### config.mk
export PLATFORM = sky130hd
export DESIGN_NAME = mm4_out
export DESIGN_NICKNAME = d
export VERILOG_FILES = /design/src/sv/matrix_multiply_4x4_assert.svh /design/src/sv/mm4_pkg.sv /design/src/sv/mm4_out.sv
export SDC_FILE = /design/constraint.sdc
export NUM_CORES = 1
export LEC_CHECK = 0
export BUFFER_PORTS_ARGS = -buffer_cell sky130_fd_sc_hd__buf_2
export CAP_MARGIN = 20
export CORE_ASPECT_RATIO = 0.6
export CORE_MARGIN = 4
export CORE_UTILIZATION = 24
export CTS_BUF_LIST = sky130_fd_sc_hd__clkbuf_4
export DETAILED_ROUTE_END_ITERATION = 7
export PLACE_DENSITY = 0.64
export SETUP_SLACK_MARGIN = 0.1
export SYNTH_ARGS = -nofsm -noshare
export SYNTH_HDL_FRONTEND = slang
export SYNTH_SLANG_ARGS = --single-unit
### constraint.sdc
create_clock -name clk -period 2.53 [get_ports clk]
set_clock_uncertainty 0.1 [all_clocks]
set_input_delay 0.1265 -clock clk [delete_from_list [all_inputs] [get_ports clk]]
set_output_delay 0.1265 -clock clk [all_outputs]
set_load 0.01 [all_outputs]
### src/sv/matrix_multiply_4x4_assert.svh
// assertion macros for the 4x4 matrix multiplier
// no dependencies; the including module supplies clk and rst
`ifndef MATRIX_MULTIPLY_4X4_ASSERT_SVH
`define MATRIX_MULTIPLY_4X4_ASSERT_SVH

// same-cycle implication, checked out of reset
`define MM4_ASSERT_SAME(label, ante, cons, msg) \
  label: assert property (@(posedge clk) disable iff (rst) (ante) |-> (cons)) else $error(msg);

// next-cycle implication, checked out of reset
`define MM4_ASSERT_NEXT(label, ante, cons, msg) \
  label: assert property (@(posedge clk) disable iff (rst) (ante) |=> (cons)) else $error(msg);

`endif

### src/sv/mm4_pkg.sv
// shared types and constants of the 4x4 matrix multiplier
// no dependencies
package mm4_pkg;

  localparam int unsigned DATA_W        = 32;
  localparam int unsigned PROD_W        = 2 * DATA_W;
  localparam int unsigned SUM_W         = PROD_W + 2;
  localparam int unsigned DIM           = 4;
  localparam int unsigned IDX_W         = 2;
  localparam int unsigned CNT_W         = 4;
  localparam int unsigned FRAC_BITS_DEF = 16;

  localparam logic [DATA_W-1:0] SAT_MAX = {1'b0, {(DATA_W-1){1'b1}}};
  localparam logic [DATA_W-1:0] SAT_MIN = {1'b1, {(DATA_W-1){1'b0}}};
  localparam logic [CNT_W-1:0]  CNT_LAST = {CNT_W{1'b1}};

  // one product element travelling down the cell chain
  typedef struct packed {
    logic             valid;
    logic [IDX_W-1:0] row;
    logic [IDX_W-1:0] col;
    logic             last;
  } token_t;

endpackage

### src/sv/mm4_out.sv
// output stage: fixed-point shift, saturation and result register
// depends on mm4_pkg
module mm4_out #(
  parameter int unsigned FRAC_BITS = mm4_pkg::FRAC_BITS_DEF
) (
  input  logic                              clk,
  input  logic                              rst,
  input  mm4_pkg::token_t                   tok_in,
  input  logic signed [mm4_pkg::SUM_W-1:0]  sum_in,
  output logic [mm4_pkg::DATA_W-1:0]        product_element,
  output logic [mm4_pkg::IDX_W-1:0]         row_index,
  output logic [mm4_pkg::IDX_W-1:0]         column_index,
  output logic                              last_of_matrix,
  output logic                              valid
);

  logic signed [mm4_pkg::SUM_W-1:0] shifted;
  logic                             fits;
  logic [mm4_pkg::DATA_W-1:0]       sat;

  always_comb begin
    shifted = sum_in >>> FRAC_BITS;
    // upper bits must be pure sign extension of the low word
    fits = (&shifted[mm4_pkg::SUM_W-1:mm4_pkg::DATA_W-1]) |
           ~(|shifted[mm4_pkg::SUM_W-1:mm4_pkg::DATA_W-1]);
    if (fits) begin
      sat = shifted[mm4_pkg::DATA_W-1:0];
    end else if (sum_in[mm4_pkg::SUM_W-1]) begin
      sat = mm4_pkg::SAT_MIN;
    end else begin
      sat = mm4_pkg::SAT_MAX;
    end
  end

  always_ff @(posedge clk) begin
    product_element <= sat;
    row_index       <= tok_in.row;
    column_index    <= tok_in.col;
    last_of_matrix  <= tok_in.last;
    if (rst) begin
      valid <= 1'b0;
    end else begin
      valid <= tok_in.valid;
    end
  end

endmodule

==> out/metrics.cfg <==
[setup_path]
required_ps = 2700
worstSetupPathType = primary input to register
end_kind = register
crit_arrival_ps = 2310
worstPathMaxFanout = 31
critPathLaunchType = primary input

[min_path]
hold_path_class = primary input to register

[clock_network]
cts_hold_buf = 39
cts_tree = done
post_cts_buffers = 0
h-tree-depth = 2
clk_pin_slew_ps = 100
cts_num_sinks = 38
numCtsBuffers = 5
cts_buffer_depth = 2
cts-resized-gates = 0
clockRootBuffer = clkbuf_4

[synth]
syn-num-nets = 166
synthFlopType = dfxtp_1
yosysMostFrequentCell = dfxtp_1
ys_ff_latch = 38
synthTopCellsByArea = dfxtp_1 (64%), a21o_1 (19%), buf_6 (5.7%), nand4_1 (2.6%), nor4_2 (2.1%)
ys_seq_area_share_pct = 64.2
synth_cells = 92
synthTopCellsByCount = dfxtp_1 (38), a21o_1 (30), buf_6 (6)
yosys.area.top_type = dfxtp_1
yosysUniqueCellTypes = 13
syn_avg_cell_area_um2 = 12.9
synth_top_area_share_pct = 64.2
synth_area_um2 = 1180
yosysWarnings = 0
synth_enable_flop_cells = 0
async_reset_ff_share_pct = 0

[finish]
syn_to_final_growth_pct = 83.8
fillers = 454
diodes = 0
regArea_um2 = 761
multi_input_area_um2 = 364
drive_above_1_share_pct = 47.4
final_cells = 291
nNetsFinal = 301

[detailed_routing]
drtIter0Drc = 19
postRouteAntennaNets = 0
wirelength_um = 3730
firstDrtPassIters = 2
post_drt_wl_per_cell_um = 12.8
via_count = 1228
drc = 0
vias_per_cell = 4.22

[sta]
period_share_pct = 84.4
timing.hold.ws_ps = 342
slew-limit-headroom_pct = 56.3
maxSlewViolCount = 0
setup_viol = 0
hold_viol_final = 0
worstMarginPinSlew_ps = 656
min_period_ps = 2130
rsz0062_at_grt = false
setup_tns_ps = 0
fmax_ghz = 0.469

[placement]
place.gp.congestion = 0.733
dp_cells = 244
portBuffers = 95

[global_routing]
grt_usage_pct = 12.5
grt_first_pass_wirelength_um = 6110
antenna_found_initial = 0
first_global_vias = 1299
globalRoute.totalOverflow = 0
grt_start_max_net_pins = 32

[power_and_ir_drop]
power.leakage_nw = 1.16
ir_worst_vdd_uv = 283
power_density_nw_per_um2 = 605

[die]
rows = 19
core_area_um2 = 4660
initial_core_util_pct = 25.4
die_h_um = 62.4
num_io_pins = 112
dieArea_um2 = 6160
die_w_um = 98.7

[outcome]
outcome = completed

[job]
cap_violations = 0

==> metal layers <==
| metal | up-vias | routed length, um | global-route usage (%) |
|---|---|---|---|
| met5 | - | 0 | 0 |
| met4 | 0 | 41 | 3.58 |
| met3 | 7 | 353 | 5.91 |
| met2 | 60 | 1680 | 19.8 |
| met1 | 563 | 1660 | 15.1 |
| li1 | 598 | - | - |
==> final cells by class <==
| class | instances | share of cell area, % |
|---|---|---|
| tap | 63 | 3.62 |
| clock buffer | 5 | 1.72 |
| timing repair buffer | 135 | 40.1 |
| sequential | 38 | 34.9 |
| multi-input combinational | 47 | 16.7 |
| clock inverter | 3 | 2.93 |
==> flip-flops by register name, indices dropped and copies added, names as in the netlist <==
register / cells
column_index: 2
last_of_matrix: 1
product_element: 32
row_index: 2
valid: 1
==> where the power goes <==
part / total (mW) / switching, mW / internal, mW / leakage [nW]
Combinational: 0.180 / 0.0704 / 0.109 / 0.788
Sequential: 0.638 / 0.00752 / 0.630 / 0.321
Clock: 0.501 / 0.197 / 0.304 / 0.0528
Total: 1.32 / 0.275 / 1.04 / 1.16
==> layout by cell type (no fill, tap or decap), drive strengths merged <==
master / n
a311oi: 1
clkbuf: 5
nor2: 2
buf: 96
and3: 1
nand4: 5
a21o: 31
dfxtp: 38
clkinv: 1
bufinv: 2
nor4: 5
nor2b: 1
a31o: 1
dlygate4sd3: 39
==> through the flow <==
step	cell area, um2	setup WS (ps)	total power [mW]	utilization, %
6_report	2180	396	1.32	46.8
5_1_grt	2180	240	1.39	46.8
4_1_cts	2180	399	1.34	46.8
3_5_place_dp	1690	515	0.783	36.2
3_3_place_gp	1690	528	0.781	36.2
2_1_floorplan	1180	1180	0.702	-
==> final timing paths <==
path       start             endpoint  slack, ps  cells past startpoint
min    tok_in[2]      column_index[1]        340                      2
max   sum_in[65]  product_element[10]        400                      7
==> critical path, cell delays in order <==
cell	delay, ps
dlygate4sd3_1	530
buf_2	150
nor4_1	180
nand4_1	150
nor4_2	340
a31o_2	610
a21o_1	220
==> logic make-up (layout without fill, tap and decap cells) <==
| logic type | Yosys count | after routing | share of synthesized area, % |
|---|---|---|---|
| flip-flops | 38 | 38 | 64.2 |
| AO/OA/AOI/OAI | 33 | 33 | 21.8 |
| buffers and inverters | 7 | 143 | 6.02 |
| AND/OR/NAND/NOR | 14 | 14 | 8.03 |
Note: power is estimated with default switching activity, not from simulation.
