### src/sv/matrix_multiply_4x4_assert.svh
// assertion macros for the 4x4 matrix multiplier
// no dependencies; the including module supplies clk and rst
`ifndef MATRIX_MULTIPLY_4X4_ASSERT_SVH
`define MATRIX_MULTIPLY_4X4_ASSERT_SVH

// same-cycle implication, checked out of reset
`define MM4_ASSERT_SAME(label, ante, cons, msg) \
  label: assert property (@(posedge clk) disable iff (rst) (ante) |-> (cons)) else $error(msg);

// next-cycle implication, checked out of reset
`define MM4_ASSERT_NEXT(label, ante, cons, msg) \
  label: assert property (@(posedge clk) disable iff (rst) (ante) |=> (cons)) else $error(msg);

`endif

### src/sv/mm4_pkg.sv
// shared types and constants of the 4x4 matrix multiplier
// no dependencies
package mm4_pkg;

  localparam int unsigned DATA_W        = 32;
  localparam int unsigned PROD_W        = 2 * DATA_W;
  localparam int unsigned SUM_W         = PROD_W + 2;
  localparam int unsigned DIM           = 4;
  localparam int unsigned IDX_W         = 2;
  localparam int unsigned CNT_W         = 4;
  localparam int unsigned FRAC_BITS_DEF = 16;

  localparam logic [DATA_W-1:0] SAT_MAX = {1'b0, {(DATA_W-1){1'b1}}};
  localparam logic [DATA_W-1:0] SAT_MIN = {1'b1, {(DATA_W-1){1'b0}}};
  localparam logic [CNT_W-1:0]  CNT_LAST = {CNT_W{1'b1}};

  // one product element travelling down the cell chain
  typedef struct packed {
    logic             valid;
    logic [IDX_W-1:0] row;
    logic [IDX_W-1:0] col;
    logic             last;
  } token_t;

endpackage

### src/sv/mm4_cell.sv
// one multiply-accumulate cell of the chain: holds column K of the left
// matrix and row K of the right matrix; depends on mm4_pkg
module mm4_cell #(
  parameter int unsigned K = 0
) (
  input  logic                                clk,
  input  logic                                rst,
  input  logic                                load_en,
  input  logic [mm4_pkg::IDX_W-1:0]           load_row,
  input  logic [mm4_pkg::IDX_W-1:0]           load_col,
  input  logic [mm4_pkg::DATA_W-1:0]          left_in,
  input  logic [mm4_pkg::DATA_W-1:0]          right_in,
  input  mm4_pkg::token_t                     tok_in,
  input  logic signed [mm4_pkg::SUM_W-1:0]    sum_in,
  output mm4_pkg::token_t                     tok_out,
  output logic signed [mm4_pkg::SUM_W-1:0]    sum_out,
  output logic                                active
);

  localparam logic [mm4_pkg::IDX_W-1:0] KIDX = K[mm4_pkg::IDX_W-1:0];

  logic [mm4_pkg::DATA_W-1:0]        lcol [mm4_pkg::DIM];
  logic [mm4_pkg::DATA_W-1:0]        rrow [mm4_pkg::DIM];
  logic signed [mm4_pkg::PROD_W-1:0] prod;
  logic signed [mm4_pkg::SUM_W-1:0]  sum_d;
  mm4_pkg::token_t                   tok_a;

  // element storage
  always_ff @(posedge clk) begin
    if (load_en && load_col == KIDX) begin
      lcol[load_row] <= left_in;
    end
    if (load_en && load_row == KIDX) begin
      rrow[load_col] <= right_in;
    end
  end

  // stage a: product, stage b: accumulate
  always_ff @(posedge clk) begin
    prod    <= $signed(lcol[tok_in.row]) * $signed(rrow[tok_in.col]);
    sum_d   <= sum_in;
    sum_out <= sum_d + {{(mm4_pkg::SUM_W - mm4_pkg::PROD_W){prod[mm4_pkg::PROD_W-1]}}, prod};
    if (rst) begin
      tok_a   <= '0;
      tok_out <= '0;
    end else begin
      tok_a   <= tok_in;
      tok_out <= tok_a;
    end
  end

  assign active = tok_a.valid | tok_out.valid;

endmodule

### config.mk
export PLATFORM = sky130hd
export DESIGN_NAME = mm4_cell
export DESIGN_NICKNAME = d
export VERILOG_FILES = /design/src/sv/matrix_multiply_4x4_assert.svh /design/src/sv/mm4_pkg.sv /design/src/sv/mm4_cell.sv
export SDC_FILE = /design/constraint.sdc
export NUM_CORES = 2
export LEC_CHECK = 0
export BUFFER_PORTS_ARGS = -buffer_cell sky130_fd_sc_hd__buf_2
export CAP_MARGIN = 20
export CELL_PAD_IN_SITES_DETAIL_PLACEMENT = 0
export CELL_PAD_IN_SITES_GLOBAL_PLACEMENT = 1
export CORE_UTILIZATION = 50
export DETAILED_ROUTE_END_ITERATION = 8
export PLACE_DENSITY_LB_ADDON = 0.1
export SYNTH_ARGS = -nofsm -noshare
export SYNTH_HDL_FRONTEND = slang
export SYNTH_SLANG_ARGS = --single-unit
### constraint.sdc
create_clock -name clk -period 12.5 [get_ports clk]
set_input_delay 1.25 -clock clk [delete_from_list [all_inputs] [get_ports clk]]
set_output_delay 1.25 -clock clk [all_outputs]
set_load 0.03 [all_outputs]
==> impl_results.md <==
* Standard-cell rows at about 120
* Length of the first detailed-routing pass in iterations at 8
* Max Fclk at ~95 MHz
* Width of the die at around 330 µm
* Relative max-transition margin at a little over a fifth
* Count of hold-fix buffers inserted at cts at 0
* Post-cts sizing count at 0
* Post-synth EDFFs at 256
* Signed area change from the synthesized netlist to the final layout at 8.935%
* Setup TNS after final layout at 0 ns
* Detailed-route wire length at approximately 160,000 µm
* Total routing usage reported by global routing at 30.97%
* Number of nets in the layout at slightly below 7k
* Fillers at approximately 9.5k
* Number of standard cells after synthesis at about 5.2k
* # setup viols final at 0
* Type of the worst setup path: input port to register
* Combinational family with the most area after synthesis: adder cells
* Worst setup slack for register-to-register paths at roughly 3.0 ns
* Vert. Die Dim at 327.6 µm
* Final slew viol count at 0
* Mux cell area share after synthesis at around 2.6%
* Drt drc at 0
* Final-report hold violation count at 0
* Maximum number of buffers from clock root to sink at 3
* # clock sinks at around 460
* Multi-input combinational cell area at between 0.03 and 0.04 mm²
* Starting DRC count in detailed routing at 2,594
* Final period util at a little over four fifths
* Initial standard-cell utilization of the core at 50.36%
* Cell at the root of the clock tree: sky130_fd_sc_hd__clkbuf_16
* Diodes inserted at 0
* Adder-Cell Fraction of Synth Area at between 40% and 50%
* Detailed-route via count at around 37k
* Shortest period the worst path allows at roughly 11 ns
* Worst hold path type: register to register
* Primary flip-flop cell chosen by synthesis mapping: sky130_fd_sc_hd__edfxtp_1
* Share of post-route cells with drive strength above 1 at just under 10%
* Yosys cell types at 73
* Count of buffers inserted at the top-level ports at around 220
* Post-Synth XOR/XNOR Area at under 10%
* Gp weighted congestion at between 0.9 and 1
* Share of synthesized flip-flops with an asynchronous set or reset at 0%
* Detail-routed via count per cell at approximately 5.4
* Count of cells along the worst register-to-register path at 28
* Count of yosys warnings during synthesis at 0
* Setup repair after global routing missed its margin: false
* Post-Syn Area per Cell at 10.11 µm²
* Arrival time at the worst endpoint at about 11 ns
* Number of nets with antenna violations after routing at 0
* HP Start: tok_a[2]$_SDFF_PP0_
* Number of antenna violations at the first check in global routing at 2
* Final Skew at between 0.03 and 0.04 ns
* CTS tree: built
* Kind of capture point of the worst setup path: register
* Endpoint with the worst hold slack: tok_out[2]$_SDFF_PP0_
* Sequential cell area fraction in the yosys report at 22.35%
* Final routed wire length divided by cell count at 23.47 µm
* Clock input transition at the sequential cells of the worst setup and hold paths at 0.06 ns
* #FFs+latches synth at 464
* Area enclosed by the die boundary at between 0.1 and 0.15 mm²
* R2R Path End: prod[63]$_DFF_P_
* CTS H-tree lvls at 2
* Nets in the synthesized netlist at about 6.7k
* Simple-gate share of the synthesized area at between 10% and 20%
* Setup Fix Bufs, Post-CTS at 0
* Standard cell core area at approximately 0.11 mm²
* # IOs at about 220
* Synthesized-area fraction occupied by ao, oa, aoi and oai cells at 6.374%
* Wire length of the first global-routing pass at approximately 240,000 µm
* Mapped cell area at between 0.05 and 0.06 mm²
* Maximum Capacitance Violations at 0
* Kind of start point of the critical path: input port
* Worst Max-Slew Pin Slew at between 1 and 1.5 ns
* Critical Path Fanout Max at 43
* Detailed placer's ending HPWL at ~130,000 µm
* Pin count of the biggest net entering global routing at 44
* Clock latency reported for the late side of the worst-skew pair at 0.69 ns
* Footprint of the flip-flops and latches at roughly 0.012 mm²
* Run status: completed
* Clock buffer count from CTS at 51
* Reg2reg start: lcol[2][31]$_DFFE_PP_
* Vias in the first global route at about 40k
* Required @ worst endpoint at about 13 ns
* Leftover overflow at the end of global routing at 0
* Worst hold path stage count at 1
kinds of logic (layout without fill, tap and decap cells):
group	after synthesis	after routing
adders and majority gates	1332	1332
DFF	464	464
buffers and inverters	1288	1477
muxes	121	121
and+or+nand+nor	1370	1370
xor gates and xnor gates	134	134
AOI/OAI and AO/OA	534	534
routing by layer:
metal / global-route usage [%] / wire length, µm / vias to the layer above
met1: 39.51 / 63590 / 19090
met3: 5.308 / 11210 / 349
met4: 16.07 / 9577 / 4
met5: 0 / 26 / -
li1: - / - / 16310
met2: 50.87 / 75710 / 1336
cell usage after synthesis (14+ instances only):
cell type                  number  area (µm²)
sky130_fd_sc_hd__fa_1        1083       21680
sky130_fd_sc_hd__inv_1       1044        3919
sky130_fd_sc_hd__nand2_1      627        2354
sky130_fd_sc_hd__nor2_1       567        2128
sky130_fd_sc_hd__edfxtp_1     256        7687
sky130_fd_sc_hd__ha_1         249        3115
sky130_fd_sc_hd__clkbuf_1     222       833.3
sky130_fd_sc_hd__dfxtp_1      208        4164
sky130_fd_sc_hd__a21oi_1      142       710.7
sky130_fd_sc_hd__xnor2_1       90       788.3
sky130_fd_sc_hd__a21o_1        82       615.6
sky130_fd_sc_hd__o21ai_0       74       370.4
sky130_fd_sc_hd__o21ai_1       63       315.3
sky130_fd_sc_hd__o21a_1        61       457.9
sky130_fd_sc_hd__mux2i_1       57       570.6
sky130_fd_sc_hd__mux2_2        55       619.3
sky130_fd_sc_hd__xor2_1        44       385.4
sky130_fd_sc_hd__and2_1        31       193.9
sky130_fd_sc_hd__nand4_1       28       175.2
sky130_fd_sc_hd__nor2b_1       24       150.1
sky130_fd_sc_hd__nand3_1       23       115.1
sky130_fd_sc_hd__o21bai_1      22       165.2
sky130_fd_sc_hd__nor3_1        19       95.09
sky130_fd_sc_hd__a31oi_1       16       100.1
sky130_fd_sc_hd__buf_1         14       52.55
area by class of cell:
class                   instances  share of cell area (%)
clock buffers                  64                   2.381
inverters                    1045                   6.792
flip-flops and latches        464                   20.52
well taps                    1391                   3.014
clock inverters                32                  0.6976
multi-input cells            3491                   63.06
repair buffers                336                   3.536
sequential cells by signal, indices dropped and copies added (netlist names):
name	flops
sum_d	66
tok_a	6
lcol	128
rrow	128
prod	64
tok_out	6
sum_out	66
worst max-delay path, cell delays in order:
cell and delay, ns:
sky130_fd_sc_hd__buf_2 0.59, sky130_fd_sc_hd__buf_4 0.52, sky130_fd_sc_hd__o21a_1 0.69, sky130_fd_sc_hd__nand2_1 0.25
sky130_fd_sc_hd__inv_1 0.15, sky130_fd_sc_hd__fa_1 0.50, sky130_fd_sc_hd__fa_1 0.68, sky130_fd_sc_hd__inv_1 0.12
sky130_fd_sc_hd__fa_1 0.68, sky130_fd_sc_hd__inv_1 0.11, sky130_fd_sc_hd__fa_1 0.90, sky130_fd_sc_hd__inv_1 0.41
sky130_fd_sc_hd__fa_1 0.59, sky130_fd_sc_hd__inv_1 0.06, sky130_fd_sc_hd__fa_1 0.53, sky130_fd_sc_hd__inv_1 0.05
sky130_fd_sc_hd__fa_1 0.47, sky130_fd_sc_hd__inv_1 0.05, sky130_fd_sc_hd__fa_1 0.45, sky130_fd_sc_hd__ha_1 0.41
sky130_fd_sc_hd__and3_1 0.22, sky130_fd_sc_hd__and4_1 0.23, sky130_fd_sc_hd__nand2_1 0.07, sky130_fd_sc_hd__o2bb2ai_1 0.34
sky130_fd_sc_hd__o211ai_1 0.21, sky130_fd_sc_hd__a21oi_1 0.21, sky130_fd_sc_hd__nor4_1 0.08, sky130_fd_sc_hd__a311oi_1 0.25
worst max-delay path by stage:
stage	slack (ns)	from	to	cells past startpoint
final	1.96	tok_in[2]	prod[63]$_DFF_P_	28
after global routing	1.47	tok_in[2]	prod[63]$_DFF_P_	28
after CTS	2.04	tok_in[2]	prod[63]$_DFF_P_	28
after detailed placement	1.41	tok_in[2]	prod[63]$_DFF_P_	28
after global placement	1.56	tok_in[2]	prod[63]$_DFF_P_	28
after floorplan	2.86	tok_in[1]	prod[63]$_DFF_P_	29
layout by cell type (no fill, tap or decap), types with 13 or more instances in the layout:
master | netlist | routed
sky130_fd_sc_hd__xor2_1 | 44 | 44
sky130_fd_sc_hd__buf_2 | 4 | 215
sky130_fd_sc_hd__nor2_1 | 567 | 563
sky130_fd_sc_hd__clkbuf_16 | 0 | 52
sky130_fd_sc_hd__nand2_1 | 627 | 627
sky130_fd_sc_hd__nor2b_1 | 24 | 24
sky130_fd_sc_hd__a31oi_1 | 16 | 16
sky130_fd_sc_hd__o21a_1 | 61 | 61
sky130_fd_sc_hd__buf_4 | 3 | 117
sky130_fd_sc_hd__mux2_2 | 55 | 55
sky130_fd_sc_hd__fa_1 | 1083 | 1083
sky130_fd_sc_hd__dfxtp_1 | 208 | 208
sky130_fd_sc_hd__nand4_1 | 28 | 28
sky130_fd_sc_hd__xnor2_1 | 90 | 90
sky130_fd_sc_hd__inv_1 | 1044 | 1044
sky130_fd_sc_hd__ha_1 | 249 | 249
sky130_fd_sc_hd__and3_1 | 13 | 13
sky130_fd_sc_hd__o21ai_2 | 0 | 17
sky130_fd_sc_hd__o21ai_0 | 74 | 59
sky130_fd_sc_hd__o21ai_1 | 63 | 60
sky130_fd_sc_hd__nand3_1 | 23 | 23
sky130_fd_sc_hd__o21bai_1 | 22 | 22
sky130_fd_sc_hd__edfxtp_1 | 256 | 256
sky130_fd_sc_hd__and2_1 | 31 | 31
sky130_fd_sc_hd__a21o_1 | 82 | 82
sky130_fd_sc_hd__mux2i_1 | 57 | 57
sky130_fd_sc_hd__a21oi_1 | 142 | 142
sky130_fd_sc_hd__nor3_1 | 19 | 17
per-stage QoR:
stage                     cell area [µm²]  utilization, %  hold WS, ns  instances  setup WS, ns
after detailed placement            55910           53.11       0.4275       6724         1.415
after global placement              55910           53.11       0.4153       6724         1.557
after floorplan                     53020               -       0.4138       5243         2.857
after global routing                57750           54.86       0.4546       6823         1.470
after CTS                           57690           54.80       0.4417       6820         2.035
final                               57750           54.86       0.4370       6823         1.961
Power is not shown: default switching activity piles up to over one toggle a cycle in this logic, so the estimate is an artifact.
